`src/rtl/core/rth_pkg.sv`:
```
// ----------------------------------------------------------------------------
// rth_pkg
// Shared types and constants for the RGB to hue pipeline.
// ----------------------------------------------------------------------------
package rth_pkg;

  localparam int ChanW         = 8;
  localparam int NumW          = 15;
  localparam int QuoW          = 7;
  localparam int QuoIdxW       = $clog2(QuoW);
  localparam int StepsPerStage = 2;
  localparam int DivStages     = (QuoW + StepsPerStage - 1) / StepsPerStage;
  localparam int PreW          = 10;
  localparam int HueW          = 8;

  localparam logic [NumW-1:0] HueScale  = NumW'(85);
  localparam logic [PreW-1:0] BaseGreen = PreW'(170);
  localparam logic [PreW-1:0] BaseBlue  = PreW'(340);
  localparam logic [QuoW-1:0] QuoMax    = QuoW'(85);

  typedef enum logic [1:0] {
    SEC_RED,
    SEC_GREEN,
    SEC_BLUE
  } sector_t;

  typedef struct packed {
    logic [NumW-1:0]  rem;
    logic [ChanW-1:0] dvsr;
    logic [QuoW-1:0]  quo;
    logic             neg;
    sector_t          sector;
    logic             zero;
    logic             tile;
  } div_item_t;

endpackage

```
`src/rtl/core/rth_front.sv`:
```
// ----------------------------------------------------------------------------
// rth_front
// Two stages: max, min, sector and channel difference, then scale by 85.
// ----------------------------------------------------------------------------
module rth_front (
  input  logic                      clk,
  input  logic                      rst_n,
  input  logic                      in_vld,
  output logic                      in_rdy,
  input  logic [rth_pkg::ChanW-1:0] red,
  input  logic [rth_pkg::ChanW-1:0] green,
  input  logic [rth_pkg::ChanW-1:0] blue,
  input  logic                      eot,
  output logic                      out_vld,
  input  logic                      out_rdy,
  output rth_pkg::div_item_t        out_dat
);
  import rth_pkg::*;

  logic             s1_vld_r;
  logic [ChanW-1:0] s1_absdiff_r, s1_absdiff_nxt;
  logic [ChanW-1:0] s1_delta_r, s1_delta_nxt;
  logic             s1_neg_r, s1_neg_nxt;
  sector_t          s1_sector_r, s1_sector_nxt;
  logic             s1_tile_r;
  logic             s1_rdy;

  logic             s2_vld_r;
  div_item_t        s2_dat_r, s2_dat_nxt;
  logic             s2_rdy;

  logic [ChanW-1:0] mx, mn;
  logic [ChanW:0]   diff;

  always_comb begin
    if (red >= green && red >= blue) begin
      s1_sector_nxt = SEC_RED;
      mx            = red;
      diff          = {1'b0, green} - {1'b0, blue};
    end else if (green >= blue) begin
      s1_sector_nxt = SEC_GREEN;
      mx            = green;
      diff          = {1'b0, blue} - {1'b0, red};
    end else begin
      s1_sector_nxt = SEC_BLUE;
      mx            = blue;
      diff          = {1'b0, red} - {1'b0, green};
    end
    if (red <= green && red <= blue) begin
      mn = red;
    end else if (green <= blue) begin
      mn = green;
    end else begin
      mn = blue;
    end
    s1_delta_nxt   = mx - mn;
    s1_neg_nxt     = diff[ChanW];
    s1_absdiff_nxt = diff[ChanW] ? ChanW'(-diff) : diff[ChanW-1:0];
  end

  assign s2_rdy = !s2_vld_r || out_rdy;
  assign s1_rdy = !s1_vld_r || s2_rdy;
  assign in_rdy = s1_rdy;

  always_comb begin
    s2_dat_nxt        = '0;
    s2_dat_nxt.rem    = NumW'(s1_absdiff_r) * HueScale;
    s2_dat_nxt.dvsr   = s1_delta_r;
    s2_dat_nxt.quo    = '0;
    s2_dat_nxt.neg    = s1_neg_r;
    s2_dat_nxt.sector = s1_sector_r;
    s2_dat_nxt.zero   = (s1_delta_r == '0);
    s2_dat_nxt.tile   = s1_tile_r;
  end

  always_ff @(posedge clk) begin
    if (!rst_n) begin
      s1_vld_r <= 1'b0;
      s2_vld_r <= 1'b0;
    end else begin
      if (s1_rdy) s1_vld_r <= in_vld;
      if (s2_rdy) s2_vld_r <= s1_vld_r;
    end
  end

  always_ff @(posedge clk) begin
    if (s1_rdy) begin
      s1_absdiff_r <= s1_absdiff_nxt;
      s1_delta_r   <= s1_delta_nxt;
      s1_neg_r     <= s1_neg_nxt;
      s1_sector_r  <= s1_sector_nxt;
      s1_tile_r    <= eot;
    end
    if (s2_rdy) begin
      s2_dat_r <= s2_dat_nxt;
    end
  end

  assign out_vld = s2_vld_r;
  assign out_dat = s2_dat_r;

endmodule

```
`src/rtl/core/rth_div_stage.sv`:
```
// ----------------------------------------------------------------------------
// rth_div_stage
// One register stage of the restoring divider, NumBits quotient bits each.
// ----------------------------------------------------------------------------
module rth_div_stage #(
  parameter int FirstBit = rth_pkg::QuoW - 1,
  parameter int NumBits  = rth_pkg::StepsPerStage
) (
  input  logic               clk,
  input  logic               rst_n,
  input  logic               in_vld,
  output logic               in_rdy,
  input  rth_pkg::div_item_t in_dat,
  output logic               out_vld,
  input  logic               out_rdy,
  output rth_pkg::div_item_t out_dat
);
  import rth_pkg::*;

  logic            vld_r;
  div_item_t       dat_r, dat_nxt;
  logic [NumW-1:0] rem_v, trial;
  logic [QuoW-1:0] quo_v;

  always_comb begin
    rem_v = in_dat.rem;
    quo_v = in_dat.quo;
    trial = '0;
    for (int k = 0; k < NumBits; k++) begin
      trial = NumW'(in_dat.dvsr) << (FirstBit - k);
      if (!in_dat.zero && rem_v >= trial) begin
        rem_v                          = rem_v - trial;
        quo_v[QuoIdxW'(FirstBit - k)] = 1'b1;
      end
    end
    dat_nxt     = in_dat;
    dat_nxt.rem = rem_v;
    dat_nxt.quo = quo_v;
  end

  assign in_rdy = !vld_r || out_rdy;

  always_ff @(posedge clk) begin
    if (!rst_n) begin
      vld_r <= 1'b0;
    end else if (in_rdy) begin
      vld_r <= in_vld;
    end
  end

  always_ff @(posedge clk) begin
    if (in_rdy) begin
      dat_r <= dat_nxt;
    end
  end

  assign out_vld = vld_r;
  assign out_dat = dat_r;

endmodule

```
`src/rtl/core/rth_back.sv`:
```
// ----------------------------------------------------------------------------
// rth_back
// Sign the quotient, add the sector base, round and halve into the hue.
// ----------------------------------------------------------------------------
module rth_back (
  input  logic                     clk,
  input  logic                     rst_n,
  input  logic                     in_vld,
  output logic                     in_rdy,
  input  rth_pkg::div_item_t       in_dat,
  output logic                     out_valid,
  input  logic                     out_stall,
  output logic [rth_pkg::HueW-1:0] out_hue,
  output logic                     out_tile_end
);
  import rth_pkg::*;

  logic            vld_r;
  logic [HueW-1:0] hue_r, hue_nxt;
  logic            tile_r;
  logic [PreW-1:0] base, qv, sum;

  always_comb begin
    case (in_dat.sector)
      SEC_RED:   base = '0;
      SEC_GREEN: base = BaseGreen;
      SEC_BLUE:  base = BaseBlue;
      default:   base = '0;
    endcase
    qv  = in_dat.neg ? PreW'(-PreW'(in_dat.quo)) : PreW'(in_dat.quo);
    sum = base + qv + PreW'(1);
    hue_nxt = in_dat.zero ? '0 : sum[HueW:1];
  end

  assign in_rdy = !vld_r || !out_stall;

  always_ff @(posedge clk) begin
    if (!rst_n) begin
      vld_r <= 1'b0;
    end else if (in_rdy) begin
      vld_r <= in_vld;
    end
  end

  always_ff @(posedge clk) begin
    if (in_rdy) begin
      hue_r  <= hue_nxt;
      tile_r <= in_dat.tile;
    end
  end

  assign out_valid    = vld_r;
  assign out_hue      = hue_r;
  assign out_tile_end = tile_r;

endmodule

```
`src/rtl/core/rgb_to_hue_8bit.sv`:
```
// ----------------------------------------------------------------------------
// rgb_to_hue_8bit
// Hue of one RGB pixel on a 256-step circle, fully pipelined.
// ----------------------------------------------------------------------------
//   channel  ports                                     direction
//   in       in_valid in_stall in_red in_green         pixel in
//            in_blue in_end_of_tile
//   out      out_valid out_stall out_hue out_tile_end  hue out
//
// Accepts one item per clock while out_stall is low. Two front stages,
// four divider stages (7 quotient bits, 2 per stage, 1 in the last) and one
// output stage. Reset clears the stage valid bits only.
// out_stall holds each full stage with no empty stage after it; empty stages keep filling, so
// in_stall rises only once the whole pipeline is full.
// ----------------------------------------------------------------------------
module rgb_to_hue_8bit (
  input  logic                      clk,
  input  logic                      rst_n,
  input  logic                      in_valid,
  output logic                      in_stall,
  input  logic [rth_pkg::ChanW-1:0] in_red,
  input  logic [rth_pkg::ChanW-1:0] in_green,
  input  logic [rth_pkg::ChanW-1:0] in_blue,
  input  logic                      in_end_of_tile,
  output logic                      out_valid,
  input  logic                      out_stall,
  output logic [rth_pkg::HueW-1:0]  out_hue,
  output logic                      out_tile_end
);
  import rth_pkg::*;

  logic      div_vld [DivStages+1];
  logic      div_rdy [DivStages+1];
  div_item_t div_dat [DivStages+1];
  logic      in_rdy;

  assign in_stall = !in_rdy;

  rth_front u_front (
    .clk     (clk),
    .rst_n   (rst_n),
    .in_vld  (in_valid),
    .in_rdy  (in_rdy),
    .red     (in_red),
    .green   (in_green),
    .blue    (in_blue),
    .eot     (in_end_of_tile),
    .out_vld (div_vld[0]),
    .out_rdy (div_rdy[0]),
    .out_dat (div_dat[0])
  );

  for (genvar s = 0; s < DivStages; s++) begin : g_div
    localparam int Fb = QuoW - 1 - s * StepsPerStage;
    localparam int Nb = (Fb + 1 < StepsPerStage) ? Fb + 1 : StepsPerStage;

    rth_div_stage #(
      .FirstBit (Fb),
      .NumBits  (Nb)
    ) u_div (
      .clk     (clk),
      .rst_n   (rst_n),
      .in_vld  (div_vld[s]),
      .in_rdy  (div_rdy[s]),
      .in_dat  (div_dat[s]),
      .out_vld (div_vld[s+1]),
      .out_rdy (div_rdy[s+1]),
      .out_dat (div_dat[s+1])
    );
  end

  rth_back u_back (
    .clk          (clk),
    .rst_n        (rst_n),
    .in_vld       (div_vld[DivStages]),
    .in_rdy       (div_rdy[DivStages]),
    .in_dat       (div_dat[DivStages]),
    .out_valid    (out_valid),
    .out_stall    (out_stall),
    .out_hue      (out_hue),
    .out_tile_end (out_tile_end)
  );

  a_rem_below_dvsr: assert property (@(posedge clk) disable iff (!rst_n)
    div_vld[DivStages] && !div_dat[DivStages].zero
      |-> div_dat[DivStages].rem < NumW'(div_dat[DivStages].dvsr))
    else $error("divider remainder not below divisor");

  a_quo_range: assert property (@(posedge clk) disable iff (!rst_n)
    div_vld[DivStages] |-> div_dat[DivStages].quo <= QuoMax)
    else $error("divider quotient out of range");

  a_zero_quo: assert property (@(posedge clk) disable iff (!rst_n)
    div_vld[DivStages] && div_dat[DivStages].zero |-> div_dat[DivStages].quo == '0)
    else $error("grey pixel produced a nonzero quotient");

  a_empty_out_no_stall: assert property (@(posedge clk) disable iff (!rst_n)
    !out_valid |-> !in_stall)
    else $error("input stalled while output stage empty");

endmodule

```
`config.mk`:
```
export PLATFORM = sky130hd
export DESIGN_NAME = rgb_to_hue_8bit
export DESIGN_NICKNAME = d
export VERILOG_FILES = /design/src/rtl/core/rth_pkg.sv /design/src/rtl/core/rth_front.sv /design/src/rtl/core/rth_div_stage.sv /design/src/rtl/core/rth_back.sv /design/src/rtl/core/rgb_to_hue_8bit.sv
export SDC_FILE = /design/constraint.sdc
export NUM_CORES = 1
export LEC_CHECK = 0
export ABC_AREA = 1
export BUFFER_PORTS_ARGS = -buffer_cell sky130_fd_sc_hd__buf_2
export CAP_MARGIN = 20
export CORE_ASPECT_RATIO = 1.2
export CORE_MARGIN = 2
export CORE_UTILIZATION = 50
export DETAILED_ROUTE_END_ITERATION = 7
export GPL_TIMING_DRIVEN = 0
export PLACE_DENSITY_LB_ADDON = 0.12
export SYNTH_ARGS = -nofsm -noshare
export SYNTH_HDL_FRONTEND = slang
export SYNTH_SLANG_ARGS = --single-unit
```
`constraint.sdc`:
```
create_clock -name clk -period 8.15 [get_ports clk]
set_clock_uncertainty 0.2 [all_clocks]
set_input_delay 0.4075 -clock clk [delete_from_list [all_inputs] [get_ports clk]]
set_output_delay 0.4075 -clock clk [all_outputs]
set_load 0.01 [all_outputs]
```
==> results.md, run 1 <==
* Outcome: finished, final reports clean
* Synth top area cells: edfxtp_1 38%, ha_1 13%, nand2_1 11%
* EDFF count, synth at 154
* CTS Root Buffer Type: clkbuf_16
* Fin. max-slew vios at 0
* Max_cap viols at 0
* CP cell instances: inv_1 -> ha_1 -> inv_1 -> o21bai_1 -> a211oi_1 -> nand4_1 -> nand2_1 -> clkbuf_1 -> nand2_1 -> o21ai_0 -> ha_1 -> a21oi_1 -> nand2_1 -> nand3_1 -> nand2_1 -> a21oi_1 -> o21bai_1 -> a21oi_1 -> nand2_1 -> o21ai_1 -> nand2_1 -> nand2_1
* Hpwl dp at about 21000 um
* Worst Path Buf+Inv at 3
* H-tree level count at 4
* ANT cells at 0
* Least-Margin Pin Slew at 0.7445 ns
* Starting density of the core at 50.92%
* Initial antenna violation count at 0
* # nets final at 1694
* Worst Path Arrival at 4.71 ns
* Sequential element share of the synthesized area at between 30 and 40%
* Clock transition at path regs at roughly 0.070 ns
* Drt drc at 0
* Die height at 175.2 um
* Crit path max fanout at 10
* Routed vias at ~9.5k
* Post-synthesis instance area at 0.01221 mm^2
* Final number of setup-violating endpoints at 0
* Die X at ~150 um
* # clock sinks at 161
* Post-synth top area share at between 30% and 40%
* Initial DRT Pass Iterations at 4
* Most frequent CP cell: nand2_1
* Yosys Warn Count at 0
* Setup TNS at 0 ns
* Utilization after layout at 56.53%
* Mean Syn Cell Area at around 8.4 um^2
* Final Hold Viols at 0
* Hold-fix buffers, CTS at 2
* DR WL/cell at 14.05 um
* Row count at 62
* Crit share post-route at 56.67%
* Slew HR at 50.31%
* Crit path launch type: flip-flop
* Global route overflow at 0
* Port buffer count at 39
* Max stage delay on crit path at 0.45 ns
* #FFs+latches synth at between 150 and 200
* Number of global-route vias before repair at 9295
* Post-synthesis cell count at 1454
* CTS Buf Count at 17
* Area growth from synthesis to layout at 11.02%
* Fill cells at ~2.2k
* Highest-delay cell along the critical path: o21ai_1
* Fmax achieved at about 220 MHz
* Via/cell ratio at just over 5
* Minimum clock period at 4.619 ns
* CTS Buffer Depth at 2
* Synth area leader: edfxtp_1
* Hold crit path type: input port to flip-flop
* Required time of the critical path at ~8 ns
* Die ar. at around 0.026 mm^2
* Ports at 40
* Iter 0 DRT Violations at 441
* CTS tree: built
* Syn nets at about 1.6k
* Total global routing track utilization at 21.03%
* Type of the worst setup path: flip-flop to flip-flop
* Unrepaired setup endpoints after global routing: no
* Detail Route Antenna Nets at 0
* DRT Wirelength at 26010 um
* Resized cells post-CTS at 0
* Reg-to-Reg Start: u_front.out_dat[18]$_DFFE_PP_
* Multi-input logic area at 0.006499 mm^2
* Hold Path Origin: rst_n
* Largest net degree at the start of global routing at 32
* Crit path from: u_front.out_dat[18]$_DFFE_PP_
* Crit end category: flip-flop
* Cell family with most CP delay: compound AO/OA/AOI/OAI gates
* Prevailing post-synth register cell: edfxtp_1
* Post-synth ARST share at 0%
* Post-CTS Setup Bufs at 0
* Worst-skew pair later-pin latency at between 0.4 and 0.5 ns
* Routability Congestion at about 0.9
* Post-synth cell types at 51
* Share of layout cells above drive strength 1 at under 10%
* Core region area at about 0.024 mm^2
* Global-route wire length before repair at 43460 um
* Register area at 0.004765 mm^2
==> state kept, by name (all words and copies together) (netlist names) <==
signal / cells
g_div.u_div.out_dat: 97
g_div.u_div.out_vld: 4
u_back.out_hue: 8
u_back.out_tile_end: 1
u_back.out_valid: 1
u_front.out_dat: 28
u_front.out_vld: 1
u_front.s1_absdiff_r: 8
u_front.s1_delta_r: 8
u_front.s1_neg_r: 1
u_front.s1_sector_r: 2
u_front.s1_tile_r: 1
u_front.s1_vld_r: 1
==> routing by layer <==
metal	GRT usage [%]	part of all wire, %
met5	0	0
met4	9.385	3.8
met3	3.081	2.4
met2	40.10	53
met1	22.87	41
==> worst min-delay path, delay by kind of cell <==
| family | cells | cell delay, ns |
|---|---|---|
| buf+inv | 2 | 0.17 |
| compound gates | 1 | 0.13 |
==> worst paths after layout <==
kind	endpoint	slack, ns	cells after the start
setup / recovery	g_div[0].u_div.out_dat[26]$_DFFE_PP_	3.53	22
hold / removal	u_back.out_valid$_SDFFE_PN0P_	0.12	3
setup reg to reg	g_div[0].u_div.out_dat[26]$_DFFE_PP_	3.53	22
hold reg to reg	u_back.out_tile_end$_DFFE_PP_	0.21	0
==> placed cells by master (no fill, tap or decap), types with 5 or more instances in the layout <==
master and n:
nand2_1 363, inv_1 224, edfxtp_1 154, ha_1 128
a21oi_1 88, nor2_1 88, nand3_1 74, o21ai_0 66
xor2_1 42, buf_2 41, xnor2_1 30, nand4_1 23
fa_1 19, o21ai_1 18, clkbuf_16 17, nand2_2 15
o211ai_1 10, nor3_1 8, nor2_2 7, o21bai_1 7
dfxtp_1 7, inv_2 6, nor4_1 6, o21ai_2 6
o22ai_1 6, clkbuf_1 5, or2_2 5, clkinv_8 5
==> cell families (layout without fill, tap and decap cells) <==
group                    count (synthesis)  in the layout  synth area share (%)
flip-flops                             161            161                 39.04
multiplexers                             1              1               0.09225
adder cells (fa/ha/maj)                147            147                 16.24
XOR/XNOR                                72             72                 5.167
AND/OR/NAND/NOR                        605            605                 21.32
AO/OA/AOI/OAI                          224            224                 10.43
buffers and inverters                  244            321                 7.719
==> cells in the mapped netlist, types with 3 or more instances <==
cell type / number
o21bai_1: 7
o21ai_0: 66
o2111ai_1: 3
nand2_4: 3
nand2_1: 363
nor2_2: 7
o211ai_1: 10
clkbuf_1: 5
inv_1: 224
nand3_1: 74
a21o_1: 3
nor4_1: 6
inv_2: 6
a211oi_1: 3
a31oi_1: 4
nor3_1: 8
ha_1: 128
or2_2: 5
o22ai_1: 6
fa_1: 19
nand3_2: 3
nand4_1: 23
nor2_4: 3
nand2_2: 15
o21ai_2: 6
dfxtp_1: 7
o21ai_1: 18
edfxtp_1: 154
nor2_1: 88
xnor2_1: 30
xor2_1: 42
nand3b_1: 3
a21oi_1: 88
==> per-stage QoR <==
| stage | instances | cell area (um^2) | hold WS, ns | setup slack, ns |
|---|---|---|---|---|
| after floorplan | 1454 | 12210 | 0.2003 | 3.054 |
| after global placement | 1813 | 12800 | 0.2008 | 1.810 |
| after detailed placement | 1814 | 12830 | 0.2045 | 2.307 |
| after CTS | 1848 | 13470 | 0.08091 | 2.460 |
| after global routing | 1851 | 13550 | 0.1345 | 3.112 |
| final | 1851 | 13550 | 0.1220 | 3.531 |
==> layout make-up <==
type / count / area share [%]
sequential: 161 / 35.16
inverter: 232 / 6.436
buffer: 12 / 0.5171
tap: 320 / 2.955
clock buffer: 17 / 3.139
multi-input combinational: 1049 / 47.96
clock inverter: 15 / 1.431
timing repair buffer: 45 / 2.401
Power of run 1 is left out: the tool's default activity adds up to more than one toggle a clock period on the data nets, which glitch-free logic cannot reach.
==> inputs of run 2 (changes only) <==
==> constraint.sdc (replaced) <==
create_clock -name clk -period 4.55 [get_ports clk]
set_clock_uncertainty 0.2 [all_clocks]
set_input_delay 0.2275 -clock clk [delete_from_list [all_inputs] [get_ports clk]]
set_output_delay 0.2275 -clock clk [all_outputs]
set_load 0.01 [all_outputs]
==> results.md, run 2 (same netlist as run 1, synthesis figures left out) <==
* Outcome: finished, final reports clean
* Via/cell ratio at between 5 and 6
* Iter 0 DRT Violations at around 470
* Die X at about 150 um
* Least-Margin Pin Slew at 0.6922 ns
* Commonest cells after routing, fill and taps aside: 361 x nand2_1, 217 x inv_1, 154 x edfxtp_1
* Clock transition at path regs at roughly 0.070 ns
* Final Hold Viols at 0
* DR WL/cell at 14.50 um
* Die ar. at around 0.026 mm^2
* DRT Wirelength at between 20000 and 30000 um
* Area growth from synthesis to layout at 11.22%
* Most common cell after layout, fill and taps aside: nand2_1
* Detail Route Antenna Nets at 0
* Initial antenna violation count at 0
* Multi-input logic area at 0.006579 mm^2
* Number of global-route vias before repair at 9467
* Final number of setup-violating endpoints at 0
* H-tree level count at 4
* Worst Path Buf+Inv at 5
* Ports at 40
* Minimum clock period at 4.224 ns
* Crit share post-route at 92.83%
* Fill cells at 2169
* Pre-CTS setup slack at -0.9896 ns
* Fmax achieved at 236.8 MHz
* Max stage delay on crit path at just over 0.4 ns
* Fin. max-slew vios at 0
* CTS tree: built
* Drt drc at 0
* Reg2reg setup slack at around 0.33 ns
* Hold crit path type: input port to flip-flop
* Worst-skew pair later-pin latency at 0.42 ns
* # nets final at about 1.7k
* Hpwl dp at 21600 um
* Max_cap viols at 0
* # clock sinks at 161
* Starting density of the core at ~51%
* Global-route wire length before repair at 44520 um
* CTS Buf Count at 17
* CTS Root Buffer Type: clkbuf_16
* Port buffer count at 39
* Utilization after layout at a little under three fifths
* Most frequent CP cell: nand2_1
* Required time of the critical path at 4.52 ns
* Row count at 62
* Slew HR at roughly 54%
* Setup TNS at 0 ns
* Largest net degree at the start of global routing at 21
* Core region area at 0.02397 mm^2
* Number of flip-flops in the largest register at 97
* Share of layout cells above drive strength 1 at 10.72%
* Initial DRT Pass Iterations at 5
* CTS Buffer Depth at 2
* Routability Congestion at 0.9178
* Register area at 0.004766 mm^2
* Type of the worst setup path: flip-flop to flip-flop
* Routed vias at approximately 9.5k
* Cell family with most CP delay: simple AND/OR/NAND/NOR gates
* Worst Path Arrival at roughly 4.2 ns
* Crit end category: flip-flop
* Die height at approximately 180 um
* Total global routing track utilization at 21.63%
* Fin worst setup slack at 0.3263 ns
* Crit path max fanout at 10
* Crit path launch type: flip-flop
* ANT cells at 0
* Highest-delay cell along the critical path: edfxtp_1
* Global route overflow at 0
[run 2: cell count changes in the layout (fill, tap and decap cells not counted), moves of 4 or more]
cell	change
clkinvlp_4	+9
inv_1	-7
o21ai_0	-6
clkinvlp_2	+5
nor2_1	-5
nor2_4	+5
buf_16	-4
clkinv_8	-4
dlygate4sd3_1	+4
o21ai_1	+4
[run 2: final cells by class]
| class | count | share of cell area (%) |
|---|---|---|
| clock inverters | 14 | 0.9217 |
| repair buffers | 48 | 2.046 |
| inverters | 232 | 6.563 |
| clock buffers | 18 | 3.162 |
| multi-input cells | 1049 | 48.47 |
| repair inverters | 5 | 0.1843 |
| well taps | 320 | 2.950 |
| flip-flops and latches | 161 | 35.11 |
| plain buffers | 12 | 0.5991 |
[run 2: metrics by stage]
step	std cells	instance area, um^2	hold slack [ns]
2_1_floorplan	1454	12270	0.1264
3_3_place_gp	1813	12860	0.2013
3_5_place_dp	1813	12860	0.2052
4_1_cts	1856	13510	0.08534
5_1_grt	1859	13570	0.1650
6_report	1859	13570	0.1168
[run 2: metal layers]
metal | vias to the layer above | global-route usage [%] | share of wire [%] | wire (um)
li1 | 5010 | - | - | -
met1 | 4345 | 23.39 | 40 | 10880
met2 | 145 | 41.98 | 54 | 14430
met3 | 46 | 2.768 | 2.4 | 659
met4 | 0 | 9.102 | 3.6 | 983
met5 | - | 0 | 0 | 0
[run 2: tightest hold or removal path: stages]
cell and delay, ns:
buf_2 0.14, nand2_1 0.06, o221ai_1 0.09, nand2_1 0.06, nand2_1 0.05
[run 2: worst paths after layout]
path                                   startpoint                                    to  depth (start not counted)
max          g_div[1].u_div.out_dat[16]$_DFFE_PP_  g_div[2].u_div.out_dat[32]$_DFFE_PP_                         25
min                                   in_green[7]       u_front.s1_delta_r[7]$_DFFE_PN_                          5
min reg2reg   g_div[2].u_div.out_dat[8]$_DFFE_PP_   g_div[3].u_div.out_dat[8]$_DFFE_PP_                          0
max reg2reg  g_div[1].u_div.out_dat[16]$_DFFE_PP_  g_div[2].u_div.out_dat[32]$_DFFE_PP_                         25
[run 2: what timing repair did]
action                                  4_1_cts  5_1_grt
resized for setup                             3       24
hold buffers                                  6        0
buffers inserted                              1        2
endpoints found under the setup margin       66       57
cloned                                        4        1
endpoints found under the hold margin        17        0
pin swaps                                     0        1
Power of run 2 is left out for the same reason.
